### config.mk
export PLATFORM = sky130hd
export DESIGN_NAME = fcce_cfg_regs_flat
export DESIGN_NICKNAME = d
export VERILOG_FILES = /design/src/rtl/fcce_pkg.sv /design/src/rtl/fcce_cfg_if.sv /design/src/rtl/fcce_cfg_regs.sv /design/src/flat_wrapper.sv
export SDC_FILE = /design/constraint.sdc
export NUM_CORES = 1
export LEC_CHECK = 0
export BUFFER_PORTS_ARGS = -buffer_cell sky130_fd_sc_hd__buf_4
export CAP_MARGIN = 20
export CORE_MARGIN = 3
export CORE_UTILIZATION = 25
export DETAILED_ROUTE_END_ITERATION = 8
export PLACE_DENSITY = 0.44
export SLEW_MARGIN = 25
export SYNTH_ARGS = -nofsm -noshare
export SYNTH_HDL_FRONTEND = slang
export SYNTH_SLANG_ARGS = --single-unit
### constraint.sdc
create_clock -name i_clk -period 1.3 [get_ports i_clk]
set_input_delay 0.26 -clock i_clk [delete_from_list [all_inputs] [get_ports i_clk]]
set_output_delay 0.26 -clock i_clk [all_outputs]
set_load 0.1 [all_outputs]
### src/rtl/fcce_pkg.sv
// ----------------------------------------------------------------------------
// fcce_pkg
// Shared types, codes and the helper function of the cluster chain extent walker.
// ----------------------------------------------------------------------------
package fcce_pkg;

    // Input commands.
    localparam logic [1:0] CMD_WRITE  = 2'd0;
    localparam logic [1:0] CMD_START  = 2'd1;
    localparam logic [1:0] CMD_RESUME = 2'd2;

    // Table formats; the unused fourth code behaves as FAT32.
    localparam logic [1:0] FAT_12 = 2'd0;
    localparam logic [1:0] FAT_16 = 2'd1;
    localparam logic [1:0] FAT_32 = 2'd2;

    // Configuration register indexes.
    localparam logic [2:0] REG_FAT_TYPE     = 3'd0;
    localparam logic [2:0] REG_SECTOR_BYTES = 3'd1;
    localparam logic [2:0] REG_CLUSTER_SECS = 3'd2;
    localparam logic [2:0] REG_DATA_START   = 3'd3;
    localparam logic [2:0] REG_CLUSTER_CNT  = 3'd4;
    localparam logic [2:0] REG_FAT_BYTES    = 3'd5;
    localparam logic [2:0] REG_VOLUME_BASE  = 3'd6;

    // Table entry constants.
    localparam logic [31:0] EOC_FILL_12 = 32'h0000_0FFF;
    localparam logic [31:0] EOC_FILL_16 = 32'h0000_FFFF;
    localparam logic [31:0] EOC_FILL_32 = 32'h0FFF_FFFF;
    localparam logic [31:0] EOC_MIN_12  = 32'h0000_0FF8;
    localparam logic [31:0] EOC_MIN_16  = 32'h0000_FFF8;
    localparam logic [31:0] EOC_MIN_32  = 32'h0FFF_FFF8;
    localparam logic [31:0] MASK_12     = 32'h0000_0FFF;
    localparam logic [31:0] MASK_28     = 32'h0FFF_FFFF;

    // Width of the walk tag kept per cluster in the visited memory.
    localparam int EPOCH_W = 8;

    typedef struct packed {
        logic [1:0]  fat_type;
        logic [15:0] sector_bytes;
        logic [7:0]  cluster_sectors;
        logic [31:0] data_start_sector;
        logic [27:0] cluster_count;
        logic [16:0] fat_bytes;
        logic [63:0] volume_base;
    } t_cfg;

    typedef struct packed {
        logic [63:0] offset;
        logic [63:0] length;
        logic        valid;
    } t_result;

    typedef enum logic [3:0] {
        S_CLEAR, S_IDLE, S_CHECK, S_VIS, S_SEC, S_DEV, S_OFF, S_MERGE,
        S_MARK, S_TRD, S_TCAP, S_NEXT, S_FIN, S_FLUSH
    } t_state;

    // End-of-chain test for a table value under the given format.
    function automatic logic chain_end(input logic [1:0] ft, input logic [31:0] v);
        logic r;
        if (ft == FAT_12) begin
            r = (v >= EOC_MIN_12);
        end else if (ft == FAT_16) begin
            r = (v >= EOC_MIN_16);
        end else begin
            r = (v >= EOC_MIN_32);
        end
        return r;
    endfunction

endpackage

### src/rtl/fcce_cfg_if.sv
// ----------------------------------------------------------------------------
// fcce_cfg_if
// Register write channel of the extent walker.
// ----------------------------------------------------------------------------
interface fcce_cfg_if;
    logic        valid;
    logic        ready;
    logic [2:0]  index;
    logic [63:0] data;

    modport source (output valid, index, data, input ready);
    modport sink (input valid, index, data, output ready);
endinterface

### src/rtl/fcce_cfg_regs.sv
// ----------------------------------------------------------------------------
// fcce_cfg_regs
// Configuration register file; always ready, unknown indexes are dropped.
// ----------------------------------------------------------------------------
module fcce_cfg_regs (
    input  logic          i_clk,
    input  logic          i_rst_n,
    fcce_cfg_if.sink      i_cfg,
    output fcce_pkg::t_cfg o_cfg
);
    import fcce_pkg::*;

    t_cfg r_cfg;
    t_cfg n_cfg;

    assign i_cfg.ready = 1'b1;
    assign o_cfg       = r_cfg;

    // Register decode.
    always_comb begin
        n_cfg = r_cfg;
        if (i_cfg.valid) begin
            unique case (i_cfg.index)
                REG_FAT_TYPE:     n_cfg.fat_type          = i_cfg.data[1:0];
                REG_SECTOR_BYTES: n_cfg.sector_bytes      = i_cfg.data[15:0];
                REG_CLUSTER_SECS: n_cfg.cluster_sectors   = i_cfg.data[7:0];
                REG_DATA_START:   n_cfg.data_start_sector = i_cfg.data[31:0];
                REG_CLUSTER_CNT:  n_cfg.cluster_count     = i_cfg.data[27:0];
                REG_FAT_BYTES:    n_cfg.fat_bytes         = i_cfg.data[16:0];
                REG_VOLUME_BASE:  n_cfg.volume_base       = i_cfg.data;
                default:          n_cfg = r_cfg;
            endcase
        end
    end

    always_ff @(posedge i_clk) begin
        if (!i_rst_n) begin
            r_cfg.fat_type          <= FAT_16;
            r_cfg.sector_bytes      <= 16'd512;
            r_cfg.cluster_sectors   <= 8'd1;
            r_cfg.data_start_sector <= '0;
            r_cfg.cluster_count     <= '0;
            r_cfg.fat_bytes         <= '0;
            r_cfg.volume_base       <= '0;
        end else begin
            r_cfg <= n_cfg;
        end
    end
endmodule

### src/flat_wrapper.sv
// flat-port wrapper written by rule: the top's interface ports become plain ports
module fcce_cfg_regs_flat import fcce_pkg::*;
  (i_clk, i_rst_n, o_cfg, i_cfg_valid, i_cfg_index, i_cfg_data, i_cfg_ready);
  fcce_cfg_if i_cfg_i ();
  input  logic i_clk;
  input  logic i_rst_n;
  output fcce_pkg::t_cfg o_cfg;
  input wire logic [$bits(i_cfg_i.valid)-1:0] i_cfg_valid;
  input wire logic [$bits(i_cfg_i.index)-1:0] i_cfg_index;
  input wire logic [$bits(i_cfg_i.data)-1:0] i_cfg_data;
  output wire logic [$bits(i_cfg_i.ready)-1:0] i_cfg_ready;
  assign i_cfg_i.valid = i_cfg_valid;
  assign i_cfg_i.index = i_cfg_index;
  assign i_cfg_i.data = i_cfg_data;
  assign i_cfg_ready = i_cfg_i.ready;
  fcce_cfg_regs u_core (.i_clk(i_clk), .i_rst_n(i_rst_n), .i_cfg(i_cfg_i), .o_cfg(o_cfg));
endmodule
# Word level (Yosys, flattened, before mapping)
# Index checks and enable logic that the tools add are counted.
dict set report totals {
  latchBits 0
  ramBits 0
  mem_count 0
  word_cells 21
  regBits 167
  output_inout_bits 168
  input_bits 70
  mem_bits_ro 0
}
dict set report classes {
  n_addsub 0
  eq_ne 6
  n_lt_le_gt_ge 0
  div_mod_pow 0
  bitwise 0
  n_shift 0
  reduce_logical 8
  mul 0
  mux 0
}
# cell count
set ops {}
lappend ops {{$reduce_and 2->1} 7}
lappend ops {{$eq 3x3->1 const B} 3}
lappend ops {{$eq 3x2->1 const B} 2}
lappend ops {{$eq 3x1->1 const B} 1}
lappend ops {{$logic_not 3->1} 1}

# Longest topological paths before layout
# Gate-level depths: netlist of run 1.
dict set report logic_depth {
  depth_word 2
  mapped_depth 5
  mapped_depth_nobuf 2
}

# Worst setup path before layout of run 1
# No wires, ideal clock.
dict set report synth_path {
  kind {register to register}
  startpoint {reg, netlist name u_core.o_cfg[109]}
  endpoint {reg u_core.r_cfg, in the netlist u_core.o_cfg[109]}
  setup_ns 0.072
  path_buffers 0
  arrival_ns 1.158
  path_stages_with_launch 3
  period_less_slack_ns 1.230
  required_time_ns 1.228
  setup_slack_ns 0.070
  cell_sequence {dfxtp_1 > nand2_1 > mux2i_1}
}
# element line
set synth_lines {}
lappend synth_lines {{to (signal assigned)} fcce_cfg_regs.sv:46} ;# r_cfg <= n_cfg;
lappend synth_lines {{to (decl)} fcce_cfg_regs.sv:13} ;# t_cfg r_cfg;

# Worst setup path after layout of run 1
dict set report layout_path {
  startpoint {reg u_core.r_cfg, in the netlist u_core.o_cfg[79]}
  endpoint {out o_cfg[79] (netlist bit)}
}
# element line
set layout_lines {}
lappend layout_lines {{to (decl)} flat_wrapper.sv:7} ;# output fcce_pkg::t_cfg o_cfg;
# No word-level cell between the ends.

==> run metrics, run 1 <==
hold path startpoint i_cfg_data[53]; vias in the first global route just over 5000; post-route antenna net violation count 0; post-synth cell types 13; total global routing overflow 0; Tmin final roughly 1.3 ns; Worst-path clk slew 0.07 ns; final net count 923; CTS resizes between 200 and 300; First DRT Iteration DRCs roughly 180; R2R depth 2; worst-path fanout max 2; io pins 238; I/O Buffers around 240; drt pass-1 iters 6; clk buf depth 2; pwr/cell area 1120 nW/um2; Peak VDD IR 0.670 mV; Fill cells approximately 2300; startpoint types register; CP required 1.04 ns; number of flip-flops under the largest register name 167; Synth top area share approximately 54%; crit-path leading delay family flip-flops; Leak roughly 5.2 nW; Critical Path End Type primary output; overall routing resource usage about 14%; status complete, no violations; Fmax achieved 782 MHz; total wire length approximately 19 mm; clk_lat worst skew 0.41 ns; Fin. Hold Viols 0; Initial Util between 20% and 30%; area occupied by multi-input gates between 2000 and 3000 um2; Die Wd 164 um; max_cap viols 0; layout cells sized above 1 between 40 and 50%; Seq/Total Area, Yosys a little over half; initial antenna violation count 0; CP cell instances buf_12; non-filler cells, final 1190; DIE HEIGHT between 150 and 200 um; Placed Instances 1158; Reg2Reg Launch Point u_core.o_cfg[157]$_SDFFE_PN0P_; Hold Path End u_core.o_cfg[53]$_SDFFE_PN0P_; final worst-path cycle share 98.3%; area delta synth->final 77.1%; worst hold path type in -> reg; Setup Fix Bufs, Post-CTS 0; Post-Syn Area slightly above 6000 um2; DP HPWL 13.2 mm; #FFs+latches synth roughly 170; Synth area leaders dfxtp_1, mux2i_1, nand2_1, clkbuf_1, buf_2; Hold Crit Depth 3; cts hold-fix bufs 0; Num CTS Buffers 17; CORE AREA around 24000 um2; CP Buf/Inv Count 1; Max Transition Viols Final 0; DR vias between 4000 and 5000; Design Area, Final roughly 11000 um2; Cell Rows 57; DR vias/cell between 4 and 5; RePlAce Congestion between 0.7 and 0.8; diode count 0; H-tree levels 4; DP Area around 8500 um2; Worst R2R End u_core.o_cfg[157]$_SDFFE_PN0P_; Synth area leader dfxtp_1; CTS tree built; FF/Latch Area 3460 um2; R2R Setup Slk ~0.62 ns; Ys Warns 0; Worst Path Arrival just over 1 ns; Mapped Avg Cell Area ~10 um2; crit-path max cell delay about 0.40 ns; buffer type at the clock tree root clkbuf_16; die area about 27000 um2; largest net degree at the start of global routing 45; Setup-failing EPs final 0; Worst Setup Path Type reg -> out; CP max-delay cell dfxtp_1; Mapped Cells between 600 and 700; first-pass GRT wire length about 29 mm; CTS sink cnt around 170; remaining routing DRC violations 0; Wirelength per Cell 16.3 um; clk_skew 0 ns; Net Count, Synth about 700
Yosys cell counts:
cell type	instances
and4bb_2	1
buf_2	14
buf_4	9
buf_6	3
clkbuf_1	19
conb_1	1
dfxtp_1	167
mux2i_1	167
nand2_1	228
nand4b_1	3
nand4bb_1	2
nor2b_1	5
or4b_1	1
worst max-delay path by stage:
stage	start	cells after the start	slack [ns]	to
after floorplan	u_core.o_cfg[109]$_SDFFE_PN0P_	2	0.07	u_core.o_cfg[109]$_SDFFE_PN0P_
final	u_core.o_cfg[79]$_SDFFE_PN0P_	1	0.02	o_cfg[79]
after CTS	u_core.o_cfg[29]$_SDFFE_PN0P_	1	0.00009	o_cfg[29]
after global placement	i_cfg_index[2]	4	0.005	u_core.o_cfg[14]$_SDFFE_PN0P_
after global routing	u_core.o_cfg[41]$_SDFFE_PN0P_	1	-0.02	o_cfg[41]
after detailed placement	i_cfg_index[2]	4	-0.03	u_core.o_cfg[22]$_SDFFE_PN0P_
routing by layer:
| metal | share of wire (%) | up-vias | GRT usage (%) | wire length [um] |
|---|---|---|---|---|
| met5 | 0 | - | 0 | 0 |
| met4 | 0.60 | 0 | 2.88 | 116 |
| met3 | 9.9 | 8 | 7.09 | 1920 |
| met2 | 48 | 141 | 21.8 | 9310 |
| met1 | 42 | 2329 | 17.6 | 8090 |
| li1 | - | 2495 | - | - |
area by class of cell:
class	count	area share (%)
repair buffers	259	35.8
flip-flops and latches	167	31.4
clock inverters	13	1.25
multi-input cells	408	23.9
clock buffers	19	3.93
well taps	324	3.68
metrics by stage:
stage               util, %  setup TNS, ns  setup WS (ns)  power (mW)  hold WS (ns)
floorplan                 -              0         0.0695        6.60         0.399
detailed placement     34.8         -0.348        -0.0300        7.14         0.452
finish                 45.2              0         0.0220        12.3        0.0822
CTS                    41.4              0      0.0000926        12.4        0.0522
global placement       34.8              0        0.00472        7.15         0.444
global route           45.2         -0.118        -0.0165        12.8        0.0567
cell usage in the layout (no fill, tap or decap):
| master | count |
|---|---|
| mux2i_1 | 167 |
| dfxtp_1 | 71 |
| inv_8 | 2 |
| nand2_1 | 228 |
| or4b_1 | 1 |
| clkbuf_16 | 17 |
| and4bb_2 | 1 |
| nand4bb_1 | 2 |
| buf_4 | 79 |
| nand4b_1 | 3 |
| buf_12 | 145 |
| buf_8 | 14 |
| conb_1 | 1 |
| bufinv_16 | 1 |
| dfxtp_2 | 96 |
| nor2b_1 | 5 |
| inv_6 | 4 |
| clkinvlp_4 | 2 |
| clkbuf_1 | 2 |
| clkinv_4 | 4 |
| buf_6 | 21 |
where the power goes:
| part | switching (mW) | total, mW | internal [mW] |
|---|---|---|---|
| logic | 1.25 | 1.97 | 0.719 |
| clock network | 2.28 | 4.99 | 2.70 |
| registers | 0.115 | 5.36 | 5.24 |
| total | 3.65 | 12.3 | 8.66 |
logic make-up after synthesis:
group,Yosys count,share of synthesized area [%]
buf+inv,45,3.90
flops,167,53.8
simple gates,240,15.4
mux,167,26.9
other cells,1,0.0603
Power figures use the tool's default switching activity.
==> inputs of run 2 (changes only) <==
--- a/config.mk
+++ b/config.mk
@@ -8,9 +8,11 @@
 export BUFFER_PORTS_ARGS = -buffer_cell sky130_fd_sc_hd__buf_4
 export CAP_MARGIN = 20
 export CORE_MARGIN = 3
-export CORE_UTILIZATION = 25
+export CORE_UTILIZATION = 49
+export CTS_CLUSTER_SIZE = 8
 export DETAILED_ROUTE_END_ITERATION = 8
-export PLACE_DENSITY = 0.44
+export PLACE_DENSITY = 0.78
+export RECOVER_POWER = 100
 export SLEW_MARGIN = 25
 export SYNTH_ARGS = -nofsm -noshare
 export SYNTH_HDL_FRONTEND = slang
==> run 2 against run 1 <==
Global-route usage rose by 12 points; largest cell class is now flip-flops and latches; non-clock buffer count rose by 2; worst hold slack improved by 0.0063 ns; the run now ends with negative setup slack left; combinational power down 5%.
==> run metrics, run 2 (synthesis gave the netlist of run 1 again) <==
Wirelength per Cell around 21 um; status finished with violations; buffer type at the clock tree root clkbuf_16; initial antenna violation count 0; I/O Buffers about 240; Cell Rows 40; Peak VDD IR roughly 0.94 mV; Initial Util around 50%; total wire length around 22 mm; pwr/cell area 1230 nW/um2; max_slew headroom about 52%; layout cells sized above 1 between 40% and 50%; most common cell after layout, fill and taps aside nand2_1; DIE HEIGHT roughly 120 um; Comb pwr share around 15%; die area around 14000 um2; crit-path max cell delay ~0.4 ns; DR vias/cell ~5.3; RePlAce Congestion between 0.7 and 0.8; Setup-failing EPs final 1; Design Area, Final 10100 um2; Num CTS Buffers 17; vias in the first global route roughly 5600; Fmax achieved 767 MHz; hold path startpoint i_cfg_data[50]; CP max-delay cell dfxtp_1; Fin. Hold Viols 0; remaining routing DRC violations 0; Leak about 5 nW; post-route antenna net violation count 0; Psw roughly 3.4 mW; overall routing resource usage between 20% and 30%; first-pass GRT wire length 29.4 mm; Die Wd 119 um; largest net degree at the start of global routing just over 60; Worst-path clk slew ~0.06 ns; final net count ~930; area delta synth->final 62.6%; CORE AREA roughly 12000 um2; CP Buf/Inv Count 1; Net Sw Frac about 28%; cts hold-fix bufs 0; Place WS -0.0137 ns; clk buf depth 2; Reg2Reg Launch Point u_core.o_cfg[94]$_SDFFE_PN0P_; Tmin final between 1 and 1.5 ns; startpoint types register; Worst Path Arrival approximately 1.0 ns; CTS tree built; clk_skew 0 ns; total global routing overflow 0; CP cell instances buf_8; Critical Path End Type primary output; worst hold margin between 0.08 and 0.09 ns; DP Area 8300 um2; DR vias 5503; max_cap viols 0; final worst-path cycle share 100%; diode count 0; io pins 238; crit path launch u_core.o_cfg[0]$_SDFFE_PN0P_; violated checks negative setup slack; Clock power frac between 40% and 50%; Setup TNS -0.00434 ns; Int Power ~9.0 mW; Seq pwr share 42.9%; DP HPWL between 10 and 15 mm; most frequent cells in the layout nand2_1, mux2i_1, dfxtp_1, buf_8, buf_4; Max Transition Viols Final 0; worst-path fanout max 2; worst hold path type in -> reg; crit-path leading delay family flip-flops; Worst-Margin Slew approximately 0.7 ns; number of flip-flops under the largest register name 167; CP required ~1.0 ns; H-tree levels 4; Worst Setup Path Type reg -> out; Util after Layout approximately 83%; drt pass-1 iters 5; CTS sink cnt about 170; clk_lat worst skew between 0.4 and 0.5 ns; Setup Fix Bufs, Post-CTS 0; Worst Slack Setup Final -0.00434 ns; First DRT Iteration DRCs approximately 380
[run 2: changes by cell type in the layout (fill, tap and decap cells not counted), moves of 3 or more]
cell,change
buf_12,-109
buf_4,-5
buf_6,+18
buf_8,+82
clkbuf_1,+3
clkbuf_2,+7
clkbuf_4,+4
clkbuf_8,+4
clkinv_2,+5
clkinv_4,-4
dfxtp_1,+34
dfxtp_2,-34
inv_6,-4
[run 2: final timing paths]
kind         depth (start not counted)  slack, ns                            end
max                                  1     -0.004                       o_cfg[0]
min                                  3       0.09  u_core.o_cfg[50]$_SDFFE_PN0P_
max reg2reg                          2       0.49  u_core.o_cfg[94]$_SDFFE_PN0P_
min reg2reg                          2       0.48  u_core.o_cfg[83]$_SDFFE_PN0P_
[run 2: repair_timing]
action                                  in CTS  in global routing
endpoints found under the setup margin     167                129
gates cloned                                 0                  0
resized for setup                          215                249
[run 2: metal layers]
layer | vias to the layer above | global-route usage, % | share of wire (%)
met4 | 0 | 13.1 | 4.6
li1 | 2505 | - | -
met5 | - | 0 | 0
met1 | 2693 | 27.8 | 36
met3 | 68 | 8.56 | 6.7
met2 | 237 | 47.1 | 53
[run 2: cell type report]
class                           count  area, um2
Timing Repair Buffer              261       3240
Clock inverter                      9        123
Tap cell                          168        210
Clock buffer                       22        484
Sequential cell                   167       3420
Multi-Input combinational cell    408       2630
Fill cell                         659       2100
[run 2: power groups by stage]
stage          Sequential [mW]  Clock [mW]  Combinational, mW
3_3_place_gp              5.40           0               1.69
4_1_cts                   5.32        5.20               1.81
5_1_grt                   5.36        5.43               1.94
3_5_place_dp              5.41           0               1.71
6_report                  5.35        5.25               1.88
2_1_floorplan             6.21           0              0.392
[run 2: tightest hold or removal path, cell delays in order]
cell and delay (ns):
buf_4 0.11, nand2_1 0.05, mux2i_1 0.05
[run 2: stage by stage]
stage	std cells	total power, mW
CTS	1035	12.3
global placement	1004	7.09
floorplan	620	6.60
global route	1035	12.7
detailed placement	1004	7.12
finish	1035	12.5
==> inputs of run 3 (changes only) <==
==> constraint.sdc (replaced) <==
create_clock -name i_clk -period 1.4 [get_ports i_clk]
set_input_delay 0.28 -clock i_clk [delete_from_list [all_inputs] [get_ports i_clk]]
set_output_delay 0.28 -clock i_clk [all_outputs]
set_load 0.1 [all_outputs]
==> run 3 against run 2 <==
The run now ends clean; worst setup slack improved by 0.043 ns; global-route usage decreased by 2.5 points; sequential share of layout area increased by 4.2 points; worst hold slack improved by 0.030 ns; sequential power decreased by 8.0%; count of clock-buffer cells in the layout increased by 1; die area unchanged; total power decreased by 13%; register-to-register slack improved by 0.24 ns; critical path type unchanged; largest power group unchanged.
==> run metrics, run 3 (synthesis gave the netlist of run 1 again) <==
status complete, no violations; worst-path fanout max 2; buffer type at the clock tree root clkbuf_16; initial antenna violation count 0; most common cell after layout, fill and taps aside nand2_1; Fmax achieved 735 MHz; Num CTS Buffers 17; Clock power frac between 40% and 50%; Tmin final between 1 and 1.5 ns; first-pass GRT wire length about 27 mm; io pins around 240; Fin. Hold Viols 0; CP Buf/Inv Count 1; Worst-Margin Slew approximately 0.88 ns; diode count 0; R2R Setup Slk 0.73 ns; I/O Buffers 236; Max Transition Viols Final 0; pwr/cell area 1240 nW/um2; largest net degree at the start of global routing 50; Critical Path End Type primary output; CP required 1.12 ns; Seq pwr share 45.1%; final total power 10.9 mW; non-filler cells, final slightly above 1000; cts hold-fix bufs 0; startpoint types register; DR vias/cell about 5; Setup-failing EPs final 0; Setup TNS 0 ns; drt pass-1 iters 4; DIE HEIGHT 119 um; Peak VDD IR 0.895 mV; number of flip-flops under the largest register name ~170; vias in the first global route 5338; CP cell instances buf_4; Net Sw Frac about 27%; DP HPWL about 13 mm; clk_skew 0 ns; RePlAce Congestion 0.816; Placed Instances roughly 1000; worst hold path type in -> reg; Cell Rows 40; Psw a little under 3 mW; area delta synth->final 41.3%; final net count 926; First DRT Iteration DRCs 220; crit-path max cell delay ~0.36 ns; DR vias slightly above 5000; CTS tree built; remaining routing DRC violations 0; Leak about 4.7 nW; total wire length roughly 17 mm; CTS sink cnt 167; overall routing resource usage between 20% and 30%; clk_lat worst skew between 0.4 and 0.5 ns; clk buf depth 2; Worst Setup Path Type reg -> out; CP max-delay cell dfxtp_1; total global routing overflow 0; Die Wd roughly 120 um; max_slew headroom 41.1%; die area 14100 um2; max_cap viols 0; Worst Path Arrival between 1 and 1.5 ns; Int Power about 7.9 mW; RSZ-0062 raised after global routing no; Comb pwr share between 10% and 20%; crit-path leading delay family flip-flops; Worst-path clk slew 0.06 ns; post-route antenna net violation count 0; CORE AREA 12200 um2; Wirelength per Cell between 15 and 20 um; most frequent cells in the layout nand2_1, buf_4, mux2i_1, dfxtp_1, clkbuf_16; Initial Util 50.9%; layout cells sized above 1 between 30% and 40%; final worst-path cycle share ~97%; H-tree levels 4
==> run 3: what timing repair did <==
action,4_1_cts,5_1_grt
setup endpoints to repair,1,10
cloned,0,0
setup buffers,0,0
gates resized for setup,1,10
==> run 3: power by group through the flow <==
stage / Sequential [mW] / Clock (mW) / Combinational [mW]
finish: 4.92 / 4.41 / 1.57
CTS: 4.92 / 4.48 / 1.59
global placement: 5.02 / 0 / 1.56
floorplan: 5.77 / 0 / 0.364
global route: 4.93 / 4.67 / 1.63
detailed placement: 5.02 / 0 / 1.58
==> run 3: area by class of cell <==
cell class | count | area [um2]
Timing Repair Buffer | 262 | 2030
Clock inverter | 9 | 72.6
Sequential cell | 167 | 3340
Clock buffer | 23 | 498
Tap cell | 168 | 210
Multi-Input combinational cell | 408 | 2630
Fill cell | 929 | 3420
==> run 3: path summary, 6_finish.rpt <==
kind | start | endpoint | depth (start not counted)
setup / recovery | u_core.o_cfg[144]$_SDFFE_PN0P_ | o_cfg[144] | 1
hold / removal | i_cfg_data[54] | u_core.o_cfg[54]$_SDFFE_PN0P_ | 3
setup reg to reg | u_core.o_cfg[110]$_SDFFE_PN0P_ | u_core.o_cfg[110]$_SDFFE_PN0P_ | 2
hold reg to reg | u_core.o_cfg[1]$_SDFFE_PN0P_ | u_core.o_cfg[1]$_SDFFE_PN0P_ | 2
==> run 3: stage by stage <==
| step | worst slack, ns | hold slack, ns | utilization [%] | cell area, um2 |
|---|---|---|---|---|
| after CTS | 0.00158 | 0.100 | 72.2 | 8820 |
| after detailed placement | 0.102 | 0.449 | 67.5 | 8250 |
| after floorplan | 0.170 | 0.419 | - | 6220 |
| after global placement | 0.124 | 0.443 | 67.5 | 8250 |
| after global routing | 0.0000449 | 0.113 | 72.0 | 8790 |
| final | 0.0389 | 0.119 | 72.0 | 8790 |
==> run 3: tightest hold or removal path, cell delays in order <==
cell and delay [ns]:
buf_4 0.11, nand2_1 0.04, mux2i_1 0.05
==> run 3: layer usage <==
| metal | routed length (um) | track usage [%] |
|---|---|---|
| met4 | 433 | 10.6 |
| met2 | 8450 | 41.4 |
| met1 | 6710 | 25.4 |
| met3 | 1450 | 9.71 |
| met5 | 0 | 0 |
